## src/hdl/zad_sqrt.sv

```systemverilog
// Digit-serial integer square root, two radicand bits per cycle.
// Gives floor(sqrt(i_value)) on o_root when o_done pulses.
// No dependencies.
module zad_sqrt #(
    parameter int W = 56
) (
    input  logic             i_clk,
    input  logic             i_rst_n,
    input  logic             i_start,
    input  logic [W-1:0]     i_value,
    output logic             o_done,
    output logic [W/2-1:0]   o_root
);

    localparam int R  = W / 2;
    localparam int CW = $clog2(R + 1);

    logic          r_busy;
    logic          r_done;
    logic [CW-1:0] r_cnt;
    logic [W-1:0]  r_val;
    logic [R:0]    r_rem;
    logic [R-1:0]  r_root;
    logic [R+2:0]  w_sh;
    logic [R+2:0]  w_trial;
    logic [R+2:0]  w_dif;
    logic          w_ge;

    assign w_sh    = {r_rem, r_val[W-1:W-2]};
    assign w_trial = {1'b0, r_root, 2'b01};
    assign w_ge    = w_sh >= w_trial;
    assign w_dif   = w_sh - w_trial;

    always_ff @(posedge i_clk) begin
        if (!i_rst_n) begin
            r_busy <= 1'b0;
            r_done <= 1'b0;
            r_cnt  <= '0;
        end else begin
            r_done <= 1'b0;
            if (i_start) begin
                r_busy <= 1'b1;
                r_cnt  <= CW'(R);
            end else if (r_busy) begin
                r_cnt <= r_cnt - CW'(1);
                if (r_cnt == CW'(1)) begin
                    r_busy <= 1'b0;
                    r_done <= 1'b1;
                end
            end
        end
    end

    always_ff @(posedge i_clk) begin
        if (i_start) begin
            r_val  <= i_value;
            r_rem  <= '0;
            r_root <= '0;
        end else if (r_busy) begin
            r_val  <= {r_val[W-3:0], 2'b00};
            r_rem  <= w_ge ? w_dif[R:0] : w_sh[R:0];
            r_root <= {r_root[R-2:0], w_ge};
        end
    end

    assign o_done = r_done;
    assign o_root = r_root;

endmodule

```

## config.mk

```make
export PLATFORM = sky130hd
export DESIGN_NAME = zad_sqrt
export DESIGN_NICKNAME = d
export VERILOG_FILES = /design/src/hdl/zad_sqrt.sv
export SDC_FILE = /design/constraint.sdc
export NUM_CORES = 1
export LEC_CHECK = 0
export ABC_AREA = 1
export ABC_CLOCK_PERIOD_IN_PS = 3300
export BUFFER_PORTS_ARGS = -buffer_cell sky130_fd_sc_hd__buf_2
export CAP_MARGIN = 40
export CORE_MARGIN = 5
export CORE_UTILIZATION = 50
export CTS_CLUSTER_SIZE = 14
export DETAILED_ROUTE_END_ITERATION = 8
export GPL_ROUTABILITY_DRIVEN = 0
export HOLD_SLACK_MARGIN = 0.03
export PLACE_DENSITY = 0.73
export SLEW_MARGIN = 0
export SYNTH_ARGS = -nofsm -noshare
export SYNTH_HDL_FRONTEND = slang
export SYNTH_SLANG_ARGS = --single-unit
```

## constraint.sdc

```tcl
create_clock -name i_clk -period 3.3 [get_ports i_clk]
set_input_delay 0 -clock i_clk [delete_from_list [all_inputs] [get_ports i_clk]]
set_output_delay 0 -clock i_clk [all_outputs]
set_load 0.1 [all_outputs]
```

# Word-level counts from Yosys, hierarchy flattened
# Index checks and enable logic that the tools add are counted.
[word_totals]
wordCells = 25
ff_bits = 120
[classes]
n_mux = 9
n_addsub = 2
n_eq_ne = 1
bitwise_logic = 2
order_cmp = 1
n_reduce_logical = 3
[ops]
columns = ["operator", "n"]
rows = [
  ["$mux 56", 2],
  ["$ge 31x30->1", 1],
  ["$mux 29", 1],
  ["$sub 29x29->29", 1],
  ["$mux 5", 2],
  ["$eq 5x1->1 const B", 1],
  ["$sub 5x1->5 const B", 1],
  ["$mux 1", 4],
  ["$reduce_or 3->1", 1],
  ["$not 1->1", 2],
  ["$reduce_bool 2->1", 1],
  ["$reduce_or 2->1", 1],
]

# Logic depth before layout (Yosys ltp)
[depth]
depth_word = 4
ltp_mapped = 17
ltp_nobuf = 17

# Least setup slack after synthesis
# No wires, ideal clock.
[synth_timing]
path_type = "reg-to-reg"
from = "register r_busy"
to = "register r_val[0] (enable)"
arrival_ns = 2.322
path_slack_ns = 0.535
period_less_slack_ns = 2.765
n_path_buf = 2
setup_time_ns = 0.443
stages_incl_launch_ff = 5
cell_sequence = "dfxtp_1 -> buf_2 -> nor2_1 -> inv_1 -> clkbuf_1"
[synth_via]
elab_chain_len = 1
[synth_lines]
columns = ["element", "line", "source"]
rows = [
  ["start, declared", "18", "logic r_busy;"],
  ["start signal, assigned", "36", "r_busy <= 1'b0;"],
  ["start signal, assigned", "42", "r_busy <= 1'b1;"],
  ["start signal, assigned", "47", "r_busy <= 1'b0;"],
  ["$reduce_bool 2->1 (no line)", "n/a", ""],
  ["end signal, assigned", "56", "r_val <= i_value;"],
  ["end signal, assigned", "60", "r_val <= {r_val[W-3:0], 2'b00};"],
  ["end, declared", "21", "logic [W-1:0] r_val;"],
]
# Every way passes these cells.
# A chain may end at the register's enable or synchronous reset.

# Final worst setup path
[layout_timing]
from = "register r_root[21], in the netlist o_root[21]"
to = "register r_rem[13]"
[layout_via]
elab_chain_len = 2
[layout_lines]
columns = ["element", "line", "source"]
rows = [
  ["start, declared", "23", "logic [R-1:0] r_root;"],
  ["start signal, assigned", "62", "r_root <= {r_root[R-2:0], w_ge};"],
  ["$ge 31x30->1", "31", "assign w_ge = w_sh >= w_trial;"],
  ["$mux 29", "61", "r_rem <= w_ge ? w_dif[R:0] : w_sh[R:0];"],
  ["end signal, assigned", "61", ""],
  ["end, declared", "22", "logic [R:0] r_rem;"],
]
# Every way passes these cells.

==> reports/qor.txt <==
asr flop ratio synth - 0%
ys flop type - dfxtp_1
reg2reg path depth - 13
DIE HEIGHT - 129 um
Synth cell types - 40
drt drc - 0
CTS root buffer - clkbuf_16
GR Util met3 - 6.39%
clock sink count - 120
min Tclk post-route - 2530 ps
crit share post-route - 76.6%
Synth top area share - 23.7%
FF-to-FF setup slack - 770 ps
ranking of synthesized cells by area - edfxtp_1 (24%), nand2_1 (23%), dfxtp_1 (18%), inv_1 (7.7%), ha_1 (5.6%)
WS Path Type - flop to flop
fin util - 63.7%
clk buf depth - 2
FF-to-FF Start - o_root[21]
first-pass GRT wire length - 30.6 mm
Fin. Hold Viols - 0
Synth Cell Area - 7090 um^2
startpoint types - flop
DR pass1 iterations - 5
cells after synthesis - 1011
Area Growth Syn to Fin - 24.7%
Multi-input gate area - 3420 um^2
Worst Setup EP - r_rem[13]
Avg Synthesized Cell Area - 7.02 um^2
Worst Hold Class - input pin to flop
clock-pin transition on the worst setup and hold timing paths - 60 ps
overall power - 6.75 mW
Fmax - 0.395 GHz
grt total ovfl - 0
post-DP HPWL - 12.1 mm
Iter 0 DRT Violations - 393
vias in the first global route - 6565
initial antenna violation count - 0
post-synthesis sequential area ratio - 41.8%
non-filler cells, final - 1347
outcome - finished clean
fin. max-slew vios - 0
cell total after placement - 1258
clk_lat worst skew - 420 ps
Post-CTS Setup Inserts - 0
overall routed net length - 18.3 mm
PortBufs - 87
met1 Usage GRT - 27.8%
Worst-Margin Slew - 537 ps
post-route ant nets - 0
Worst R2R End - r_rem[13]
vias - 6656
met2 usage in global routing - 39.1%
grt peak-use layer - met2
Max-slew headroom - 64.2%
num rows - 43
CTS H-tree lvls - 4
area leader, netlist - edfxtp_1
synthesis warning total - 0
Setup TNS Final - 0 ps
WP data required - 3610 ps
core area - 13900 um^2
Initial Util - 51.1%
VDD IR max - 468 uV
TritonCTS buffer count - 17
crit end category - flop
# diodes - 0
Die Area - 16700 um^2
#FFs+latches synth - 120
Final Setup Violations - 0
Critical Path Start - o_root[21]
Sequential Area - 2960 um^2
top-level I/O count - 88
Mapped Nets - 1102
EDFF count, synth - 56
Die X - 129 um
RSZ-0062 raised after global routing - false
DR WL/cell - 13.6 um
pin count of the biggest net entering global routing - 85
layout cell share with drive strength beyond 1 - 13.2%
Total GRT Usage - 22.9%
Worst Skew - 11.9 ps
TritonCTS clock tree - yes
PD cells - 763 nW/um^2
vias per cell - 4.94
Lkg Pwr - 4.60 nW
fillers - 1222
Max Cap Violations - 0
crit-path max FO - 45
# nets final - 1245
Arr. time, crit path - 2840 ps
[state kept, by name, summed over array words and instances, names as in the netlist]
register / count
r_rem: 29
o_root: 28
r_val: 56
o_done: 1
r_cnt: 5
r_busy: 1
[how the worst min path moves through the flow]
stage / from / to / cells after the start
CTS: i_start / r_rem[25] / 2
detailed placement: i_value[1] / r_val[1] / 3
finish: i_start / r_rem[26] / 2
floorplan: i_rst_n / r_cnt[3] / 2
global route: i_start / r_rem[25] / 2
global placement: i_rst_n / r_cnt[3] / 3
[area by class of cell]
type                    instances  share of cell area, %
repair buffers                153                   12.4
clock inverters                14                   1.70
well taps                     180                   2.55
clock buffers                  18                   4.85
inverters                     150                   6.36
multi-input cells             712                   38.6
flip-flops and latches        120                   33.5
[layer usage]
metal | vias up | wire (um)
met4 | 0 | 455
met2 | 197 | 8880
met5 | - | 0
met3 | 43 | 1110
li1 | 3465 | -
met1 | 2951 | 7870
[cell usage after synthesis (all sizes together) (3+ instances only)]
library cell    n
xnor2          12
edfxtp         56
o21a            3
o21ai          25
nand3b          6
dfxtp          64
inv           149
clkbuf         20
o22ai          27
nand4          10
ha             32
nand2         437
or2             3
a21oi          34
nor2           63
nor3            3
buf             9
xor2            4
nand3          43
[logic make-up after synthesis]
family | after synthesis | synth area share [%]
and+or+nand+nor | 567 | 32.8
buffers and inverters | 179 | 10.0
DFF | 120 | 41.8
AOI/OAI and AO/OA | 97 | 7.73
adders and majority gates | 32 | 5.64
xor gates and xnor gates | 16 | 1.98
[critical path, cell delays in order, from the launching register on]
cell	delay, ps
dfxtp_1	310
inv_1	70
ha_1	380
nand2_1	130
inv_2	50
nand2_1	70
inv_1	50
nand2_1	80
inv_1	70
a21oi_2	180
nand3_4	410
or2_2	460
nand3_1	80
nand2_1	50
[placed cells by master (no fill, tap or decap), drive strengths merged]
master       instances
nand2              437
a211oi               2
nor3                 3
ha                  32
o22ai               27
a21boi               1
xor2                 4
clkbuf              18
bufinv               2
o21ai               25
nand3b               6
xnor2               12
nor2                63
clkinv               9
clkinvlp             2
a21oi               34
inv                151
o21a                 3
a31oi                2
dfxtp               64
edfxtp              56
nand3               43
nand4               10
dlygate4sd3         57
buf                 96
and2                 2
or2                  3
o21bai               1
o211ai               2
[report_power, final]
part	leakage [nW]	total, mW	switching (mW)	internal [mW]
Combinational	3.23	3.11	2.06	1.05
Sequential	1.10	1.82	0.0856	1.73
Clock	0.278	1.82	0.705	1.11
Total	4.60	6.75	2.85	3.90
[repair_timing]
item | CTS | global route
resized for setup | 0 | 0
endpoints found under the hold margin | 63 | 0
hold buffers | 57 | 0
[metrics by stage]
| step | worst slack [ps] | cell area [um^2] | hold WS (ps) |
|---|---|---|---|
| finish | 771 | 8850 | 49.0 |
| global route | 468 | 8850 | 71.2 |
| CTS | 770 | 8850 | 40.6 |
| detailed placement | 783 | 7700 | 262 |
| global placement | 821 | 7680 | 250 |
| floorplan | 535 | 7090 | 97.6 |
(Power assumes the default switching activity.)
