`config.mk`:
```
export PLATFORM = sky130hd
export DESIGN_NAME = zad_div
export DESIGN_NICKNAME = d
export VERILOG_FILES = /design/src/hdl/zad_div.sv
export SDC_FILE = /design/constraint.sdc
export NUM_CORES = 1
export LEC_CHECK = 0
export BUFFER_PORTS_ARGS = -buffer_cell sky130_fd_sc_hd__buf_2
export CAP_MARGIN = 20
export CORE_MARGIN = 2
export CORE_UTILIZATION = 48
export DETAILED_ROUTE_END_ITERATION = 16
export MAX_ROUTING_LAYER = met4
export PLACE_DENSITY_LB_ADDON = 0.2
export SETUP_SLACK_MARGIN = 0.02
export SKIP_CTS_REPAIR_TIMING = 1
export SLEW_MARGIN = 10
export SYNTH_ARGS = -nofsm -noshare
export SYNTH_HDL_FRONTEND = slang
export SYNTH_SLANG_ARGS = --single-unit
```
`constraint.sdc`:
```
create_clock -name i_clk -period 3.5 [get_ports i_clk]
set_input_delay 0.875 -clock i_clk [delete_from_list [all_inputs] [get_ports i_clk]]
set_output_delay 0.875 -clock i_clk [all_outputs]
set_load 0.1 [all_outputs]
```
`src/hdl/zad_div.sv`:
```
// Bit-serial restoring divider, one quotient bit per cycle.
// Dividend arrives left aligned; i_bits sets the iteration count.
// No dependencies.
module zad_div #(
    parameter int DW = 76,
    parameter int VW = 28,
    parameter int CW = $clog2(DW + 1)
) (
    input  logic          i_clk,
    input  logic          i_rst_n,
    input  logic          i_start,
    input  logic [CW-1:0] i_bits,
    input  logic [DW-1:0] i_dividend,
    input  logic [VW-1:0] i_divisor,
    output logic          o_done,
    output logic [DW-1:0] o_quot
);

    logic          r_busy;
    logic          r_done;
    logic [CW-1:0] r_cnt;
    logic [VW-1:0] r_rem;
    logic [VW-1:0] r_div;
    logic [DW-1:0] r_quot;
    logic [VW:0]   w_sh;
    logic [VW:0]   w_dif;
    logic          w_ge;

    assign w_sh  = {r_rem, r_quot[DW-1]};
    assign w_ge  = w_sh >= {1'b0, r_div};
    assign w_dif = w_sh - {1'b0, r_div};

    always_ff @(posedge i_clk) begin
        if (!i_rst_n) begin
            r_busy <= 1'b0;
            r_done <= 1'b0;
            r_cnt  <= '0;
        end else begin
            r_done <= 1'b0;
            if (i_start) begin
                r_busy <= 1'b1;
                r_cnt  <= i_bits;
            end else if (r_busy) begin
                r_cnt <= r_cnt - CW'(1);
                if (r_cnt == CW'(1)) begin
                    r_busy <= 1'b0;
                    r_done <= 1'b1;
                end
            end
        end
    end

    always_ff @(posedge i_clk) begin
        if (i_start) begin
            r_quot <= i_dividend;
            r_rem  <= '0;
            r_div  <= i_divisor;
        end else if (r_busy) begin
            r_rem  <= w_ge ? w_dif[VW-1:0] : w_sh[VW-1:0];
            r_quot <= {r_quot[DW-2:0], w_ge};
        end
    end

    assign o_done = r_done;
    assign o_quot = r_quot;

endmodule

```
After elaboration in Yosys (flattened, before gate mapping)
Cells that the tools add are included.

Output and inout bits: 77. Bits in registers: 141. Input port bits: 114. Logic and storage cells: 23.

Magnitude comparators: 1. Reduce and logical (&&, ||, !) cells: 2. Equality and inequality tests: 1. Bitwise logic cells: 2. Multiplexer cells: 9. Add/sub/neg operators: 2.

Operator list (number): $mux W76 (2); $ge A29 B28 Y1 (1); $mux W28 (1); $sub A28 B28 Y28 (1); $mux W7 (2); $eq A7 B1 Y1 const B (1); $sub A7 B1 Y7 const B (1); $mux W1 (4); $reduce_or A3 Y1 (1); $not A1 Y1 (2); $reduce_bool A2 Y1 (1).

Depth between registers and ports, before layout
Gate-level depths: netlist (run 1).

Depth in word-level cells: 4. Mapped depth: 13. Depth with buffers taken out: 11.

Least setup slack after synthesis (run 1)
Ideal clock, no wire load.

Kind: input-to-reg. Start: input port i_start. End: register r_quot[0] (netlist: o_quot[0]), enable pin. Arrival time: 2.559 ns. Buffers on the path: 1. Slack: 0.174 ns. Stages on the path: 3. Cells stage by stage: clkinv_1 > clkbuf_1 > nand2_1.

Word-level cells in the longest chain between the ends: 1.

RTL lines: start: declaration (line 11) `input logic i_start,`; $reduce_bool A2 Y1 (no line); end signal: assignment (line 55) `r_quot <= i_dividend;`; end signal: assignment (line 60) `r_quot <= {r_quot[DW-2:0], w_ge};`; end: declaration (line 24) `logic [DW-1:0] r_quot;`.

Every way passes these cells. A chain may end at the register's enable or synchronous reset.

Final worst setup path (run 1)
Start: register r_div[1]. End: register r_quot[0] (netlist: o_quot[0]) (data pin).

Word-level cells in the longest chain between the ends: 3.

RTL lines: start: declaration (line 23) `logic [VW-1:0] r_div;`; start signal: assignment (line 57) `r_div <= i_divisor;`; $ge A29 B28 Y1 (line 30) `assign w_ge = w_sh >= {1'b0, r_div};`; $mux W76 (line 58) `end else if (r_busy) begin`; $mux W76 (line 54) `if (i_start) begin`.

Every way passes these cells. The select of a mux whose other input is x is not followed.

==> results of run 1 <==
per-layer routing:
layer  part of all wire [%]  global-route usage [%]  up-vias  wire length (µm)
met3                    6.4                    6.74       24              1060
li1                       -                       -     2630                 -
met1                     43                    26.7     2513              7190
met5                      0                       -        -                 0
met2                     48                    33.4      173              7950
met4                    2.0                    7.56        0               326
cell usage after synthesis, drive strengths merged, types with 3 or more instances:
cell and number:
dfxtp 37, xor2 13, a21o 6, xnor2 18, o21a 8, and3 4
a32oi 3, a21oi 29, a31oi 9, buf 5, a31o 3, nand4 3
edfxtp 104, o21bai 5, nand2 26, o21ai 21, inv 38, a311oi 3
nor4 3, a211oi 19, nor2 40, and2 5, ha 30, mux2i 18
clkbuf 21, o31ai 3, mux2 76, nand3 12, nor3 7, nor2b 6
area by class of cell:
type | count | area (µm²) | area share, %
inverters | 39 | 146 | 1.62
diodes | 2 | 5.00 | 0.0554
multi-input cells | 395 | 3160 | 35.0
repair buffers | 198 | 1040 | 11.5
well taps | 188 | 235 | 2.60
clock inverters | 15 | 163 | 1.80
flip-flops and latches | 141 | 3860 | 42.8
clock buffers | 17 | 425 | 4.71
logic make-up (layout without fill, tap and decap cells):
family	Yosys count	after routing	synth area share (%)
buf+inv	65	269	3.91
fa+ha+maj	31	31	5.41
xor+xnor	31	31	3.72
other cells	0	2	0
flops	141	141	52.9
simple gates	115	115	7.61
mux	94	94	14.2
compound gates	124	124	12.3
stage by stage:
stage                     std cells  hold WS, ns  total power, mW  util [%]
after global placement          961        0.491             3.62      56.2
after global routing            995        0.528             5.63      60.1
after floorplan                 601        0.470             3.36         -
final                           995        0.498             5.42      60.1
after CTS                       993        0.502             5.46      60.1
after detailed placement        961        0.494             3.64      56.2
sequential cells by signal, indices dropped and copies added, names as in the netlist:
register and count:
r_rem 28, o_quot 76, o_done 1, r_busy 1
r_cnt 7, r_div 28
path summary, 6_finish.rpt:
path         slack [ns]         to
max                0.87  o_quot[0]
min                0.50   r_rem[4]
max reg2reg        0.87  o_quot[0]
min reg2reg        0.50   r_rem[4]
report_power, final:
part           leakage (nW)  total [mW]  switching [mW]  internal (mW)
Sequential             1.34        2.07          0.0871           1.98
Combinational          2.15        1.54            1.13          0.415
Clock                 0.288        1.81           0.746           1.06
tightest hold or removal path, delay by kind of cell, from the launching register on:
kind,cells,cell delay (ns)
AOI/OAI and AO/OA,1,0.07
DFF,1,0.32
and+or+nand+nor,1,0.06
==> summary.txt, run 1 <==
Status
  • Status: complete, no violations

Setup path
  • Critical path type: reg2reg
  • Crit path required time: 3.68 ns
  • R2R depth: 10
  • Crit path cell chain: inv_1 -> ha_1 -> nor2b_1 -> o211ai_1 -> a31oi_4 -> o21ai_4 -> o21ai_4 -> a31o_1 -> buf_4 -> mux2_2
  • CP peak stage delay: 0.42 ns
  • Origin of the worst setup path: r_div[1]
  • CP most frequent cell: o21ai_4
  • Worst r2r src: r_div[1]
  • Top delay family on crit path: compound AO/OA/AOI/OAI gates
  • Number of cells on the critical path: 10
  • Crit-path slowest cell: edfxtp_1
  • Critical path arrival: 2.81 ns
  • Max FO, Critical Path: 13
  • Crit. End Element: flip-flop
  • CP Launch Type: flip-flop
  • Buf/Inv on CP: 2

Finish
  • Share of layout cells above drive strength 1: 40.0%
  • Final net count: 937
  • # fillers: 1215
  • Most frequent cells in the layout: 189 x buf_2, 104 x edfxtp_1, 76 x mux2_2, 40 x nor2_1, 38 x inv_1
  • Commonest non-fill, non-tap cell in the layout: buf_2
  • Design area: 0.00904 mm²
  • Layout area overhead: 23.8%

Placed design
  • Placed Area: 0.00844 mm²
  • Final GP Congestion: 0.907
  • Pre-CTS setup slack: 0.856 ns
  • DPL Wire Length: 11800 µm
  • I/O Buffers: 190

Die
  • Num ports: 191
  • Die Span Y: 127 µm
  • Cell Rows: 45
  • Die Span X: 127 µm
  • DIE AREA: 0.0162 mm²
  • Initial Util: 48.6%
  • Core Area: 0.0150 mm²

Routing
  • Remaining antenna violation count after routing: 0
  • DRC viols: 0
  • WL/cell: 16.6 µm
  • Starting DRT DRC Count: 291
  • Average vias per placed instance: 5.37
  • Total Wirelength: 16500 µm
  • Vias: 5340
  • Drt first pass iters: 4

Min path
  • Hold Path Stages: 2
  • HP Class: reg2reg
  • Worst Hold Launch: r_rem[3]

Synthesis
  • Seq/Total Area, Yosys: 52.9%
  • Mean Syn Cell Area: 12.1 µm²
  • EDFF count, synth: 104
  • Area contributors post-synth: edfxtp_1 43%, mux2_2 12%, dfxtp_1 10%, ha_1 5.1%, mux2i_1 2.5%
  • Area leader, netlist: edfxtp_1
  • Ys Warns: 0
  • #FFs+latches synth: 141
  • Syn Std Cell Area: 0.00730 mm²
  • Yosys top cell area share: 42.8%
  • Post-synth ARST share: 0%
  • Mapped Cells: 601
  • Post-Syn Nets: 746
  • Top_reg_cell synth: edfxtp_1
  • Netlist cell types: 68

STA
  • Endpoints failing setup: 0
  • Relative slew margins: 64.2%
  • Layout Skew: 0.0121 ns
  • RSZ-0062 raised after global routing: no
  • Fin crit share: 75.1%
  • Max Fclk: 380 MHz
  • Setup WS post-layout: 0.870 ns
  • Post-Route Setup TNS: 0 ns
  • Min cycle time layout: 2.63 ns
  • Hold Fails Final Rpt: 0
  • Max Slew Vio Count: 0
  • Slew @ Worst Pin: 0.529 ns

GRT
  • Initial antenna violation count: 2
  • Vias in the first global route: 5482
  • Total track usage: 21.5%
  • Largest net degree at the start of global routing: 89
  • Global route total overflow: 0
  • First-pass GRT wire length: 26700 µm

Clock network
  • H-Tree Depth: 4
  • CTS buffer count: 17
  • CTS Buffer Depth: 2
  • Skew-Pair Late Insertion Delay: 0.43 ns
  • CTS tree: built
  • Clk sinks: 141
  • Clk slew on worst S/H paths: 0.06 ns
  • Root Buffer: clkbuf_16

Job
  • Max-cap violations: 0

Pwr
  • Pleak: 3.78 nW
  • Worst ir drop on vdd: 0.000510 V
  • Pwr dens: 599 mW/mm²
(Power assumes the default switching activity.)
==> run 2, diff against run 1 <==
- ABC_AREA: unset -> 1
- CORE_UTILIZATION: 48 -> 55
- clock period: 3.5 -> 2.43 ns (I/O delays scaled with it)
==> summary.txt, run 2 <==
STA
  • Endpoints failing setup: 0
  • Slew @ Worst Pin: 0.524 ns
  • Fin crit share: 90.9%
  • Layout Skew: 0.0126 ns
  • Hold Fails Final Rpt: 0
  • Min cycle time layout: 2.21 ns
  • RSZ-0062 raised after global routing: no
  • Max Slew Vio Count: 0
  • Max Fclk: 453 MHz
  • Relative slew margins: 65.3%

Die
  • Initial Util: 55.9%
  • Core Area: 0.0144 mm²
  • Die Span Y: 125 µm
  • Cell Rows: 44
  • DIE AREA: 0.0156 mm²
  • Die Span X: 125 µm
  • Num ports: 191

Synthesis
  • Synth Area in Compound Gates: 3.57%
  • Yosys top cell area share: 38.7%
  • Most common cell in the netlist: nand2_1
  • Post-Syn Nets: 1208
  • Post-synthesis xor/xnor area fraction: 1.63%
  • Largest family of logic cells by synthesized area: simple AND/OR/NAND/NOR gates
  • Syn Std Cell Area: 0.00806 mm²
  • Top_reg_cell synth: edfxtp_1
  • Post-Synth Adder-Cell Area: 4.90%
  • Area contributors post-synth: edfxtp_1 39%, nand2_1 22%, dfxtp_1 9.2%, inv_1 6.6%, ha_1 4.7%
  • Mean Syn Cell Area: 7.58 µm²
  • #FFs+latches synth: 141
  • Synth top cells by count: 477 x nand2_1, 141 x inv_1, 104 x edfxtp_1
  • Ys Warns: 0
  • Netlist cell types: 37
  • Simple-Gate Fraction of Synth Area: 33.4%
  • EDFF count, synth: 104
  • Area leader, netlist: edfxtp_1
  • Mapped Cells: 1063
  • Mux share of post-synthesis cell area: 0%
  • Seq/Total Area, Yosys: 47.9%
  • Post-synth ARST share: 0%

Clock network
  • Clk sinks: 141
  • CTS Buffer Depth: 2
  • Root Buffer: clkbuf_16
  • Clk slew on worst S/H paths: 0.06 ns
  • CTS buffer count: 17
  • CTS tree: built
  • H-Tree Depth: 4
  • Skew-Pair Late Insertion Delay: 0.43 ns

Finish
  • Layout area overhead: 21.9%
  • Most frequent cells in the layout: 475 x nand2_1, 189 x buf_2, 140 x inv_1, 104 x edfxtp_1, 72 x nand3_1
  • Register area: 0.00386 mm²
  • Largest register FFs: 76
  • # fillers: 1249
  • Area occupied by multi-input gates: 0.00353 mm²
  • Share of layout cells above drive strength 1: 21.3%
  • Final net count: 1402
  • Final core occ: 68.1%
  • Commonest non-fill, non-tap cell in the layout: nand2_1

Pwr
  • Comb pwr share: 24.3%
  • Clock network power share: 35.0%
  • Overall Power: 7.15 mW
  • NetSw: 2.60 mW
  • Switching Share: 36.3%
  • Pleak: 5.12 nW
  • Worst ir drop on vdd: 0.000619 V
  • Pwr dens: 728 mW/mm²
  • Sequential Power Share: 40.7%
  • Internal: 4.56 mW

Routing
  • Drt first pass iters: 5
  • Starting DRT DRC Count: 545
  • DRC viols: 0
  • Vias: 7440
  • Remaining antenna violation count after routing: 0
  • Total Wirelength: 20900 µm
  • WL/cell: 14.3 µm
  • Average vias per placed instance: 5.11

Status
  • Status: complete, no violations

GRT
  • Total track usage: 28.6%
  • First-pass GRT wire length: 34700 µm
  • Largest net degree at the start of global routing: 54
  • Vias in the first global route: 7173
  • Global route total overflow: 0
  • Initial antenna violation count: 3

Setup path
  • Crit-path slowest cell: ha_1
  • Max FO, Critical Path: 22
  • CP peak stage delay: 0.35 ns
  • Crit path cell chain: inv_1 -> ha_1 -> nand2_1 -> nor2_1 -> inv_1 -> nor3_1 -> nand3_1 -> nand3_4 -> buf_12 -> nand3_1 -> nand2_1 -> nand2_1
  • Critical path type: reg2reg
  • Top delay family on crit path: simple AND/OR/NAND/NOR gates
  • Buf/Inv on CP: 3
  • CP Launch Type: flip-flop
  • CP most frequent cell: nand2_1
  • Critical path arrival: 2.53 ns
  • Crit. End Element: flip-flop
  • R2R Setup Slk: 0.22 ns
  • Crit path required time: 2.75 ns

Min path
  • HP Class: in2reg

Placed design
  • Final GP Congestion: 0.990
  • DPL Wire Length: 15500 µm
  • I/O Buffers: 190

Job
  • Max-cap violations: 0
## run 2: cells by family (layout without fill, tap and decap cells)
group / after synthesis / after routing
XOR/XNOR: 15 / 15
other: 0 / 3
AND/OR/NAND/NOR: 654 / 654
AO/OA/AOI/OAI: 51 / 51
adder cells (fa/ha/maj): 31 / 31
flip-flops: 141 / 141
buffers and inverters: 171 / 378
## run 2: cell type report
| cell class | instances | area share, % |
|---|---|---|
| Multi-Input combinational cell | 751 | 35.9 |
| Clock buffer | 20 | 4.45 |
| Timing Repair Buffer | 204 | 11.3 |
| Inverter | 142 | 5.44 |
| Sequential cell | 141 | 39.3 |
| Clock inverter | 12 | 1.17 |
| Antenna cell | 3 | 0.0764 |
| Tap cell | 184 | 2.34 |
## run 2: power by group through the flow
stage / registers [mW] / clock network [mW] / logic [mW]
global route: 2.93 / 2.63 / 1.85
global placement: 2.95 / 0 / 1.73
CTS: 2.91 / 2.51 / 1.74
floorplan: 3.92 / 0 / 0.413
finish: 2.91 / 2.50 / 1.74
detailed placement: 2.95 / 0 / 1.74
## run 2: per-stage QoR
step	area, µm²	setup TNS (ns)	std cells	hold slack (ns)	setup slack [ns]
2_1_floorplan	8080	-0.0141	1063	0.440	-0.0141
3_3_place_gp	9260	0	1422	0.463	0.238
3_5_place_dp	9260	0	1422	0.465	0.262
4_1_cts	9810	0	1454	0.336	0.222
5_1_grt	9820	0	1457	0.338	0.0245
6_report	9820	0	1457	0.349	0.221
## run 2: worst paths after layout
check	start	endpoint	cells past startpoint
setup / recovery	r_div[6]	r_rem[21]	12
hold / removal	i_divisor[0]	r_div[0]	1
setup reg to reg	r_div[6]	r_rem[21]	12
hold reg to reg	r_rem[27]	r_rem[27]	2
## run 2: metal layers
layer	global-route usage (%)	up-vias	share of wire, %
li1	-	3747	-
met1	35.8	3390	43
met2	45.8	255	47
met3	7.10	48	7.4
met4	9.35	0	2.4
met5	-	-	0
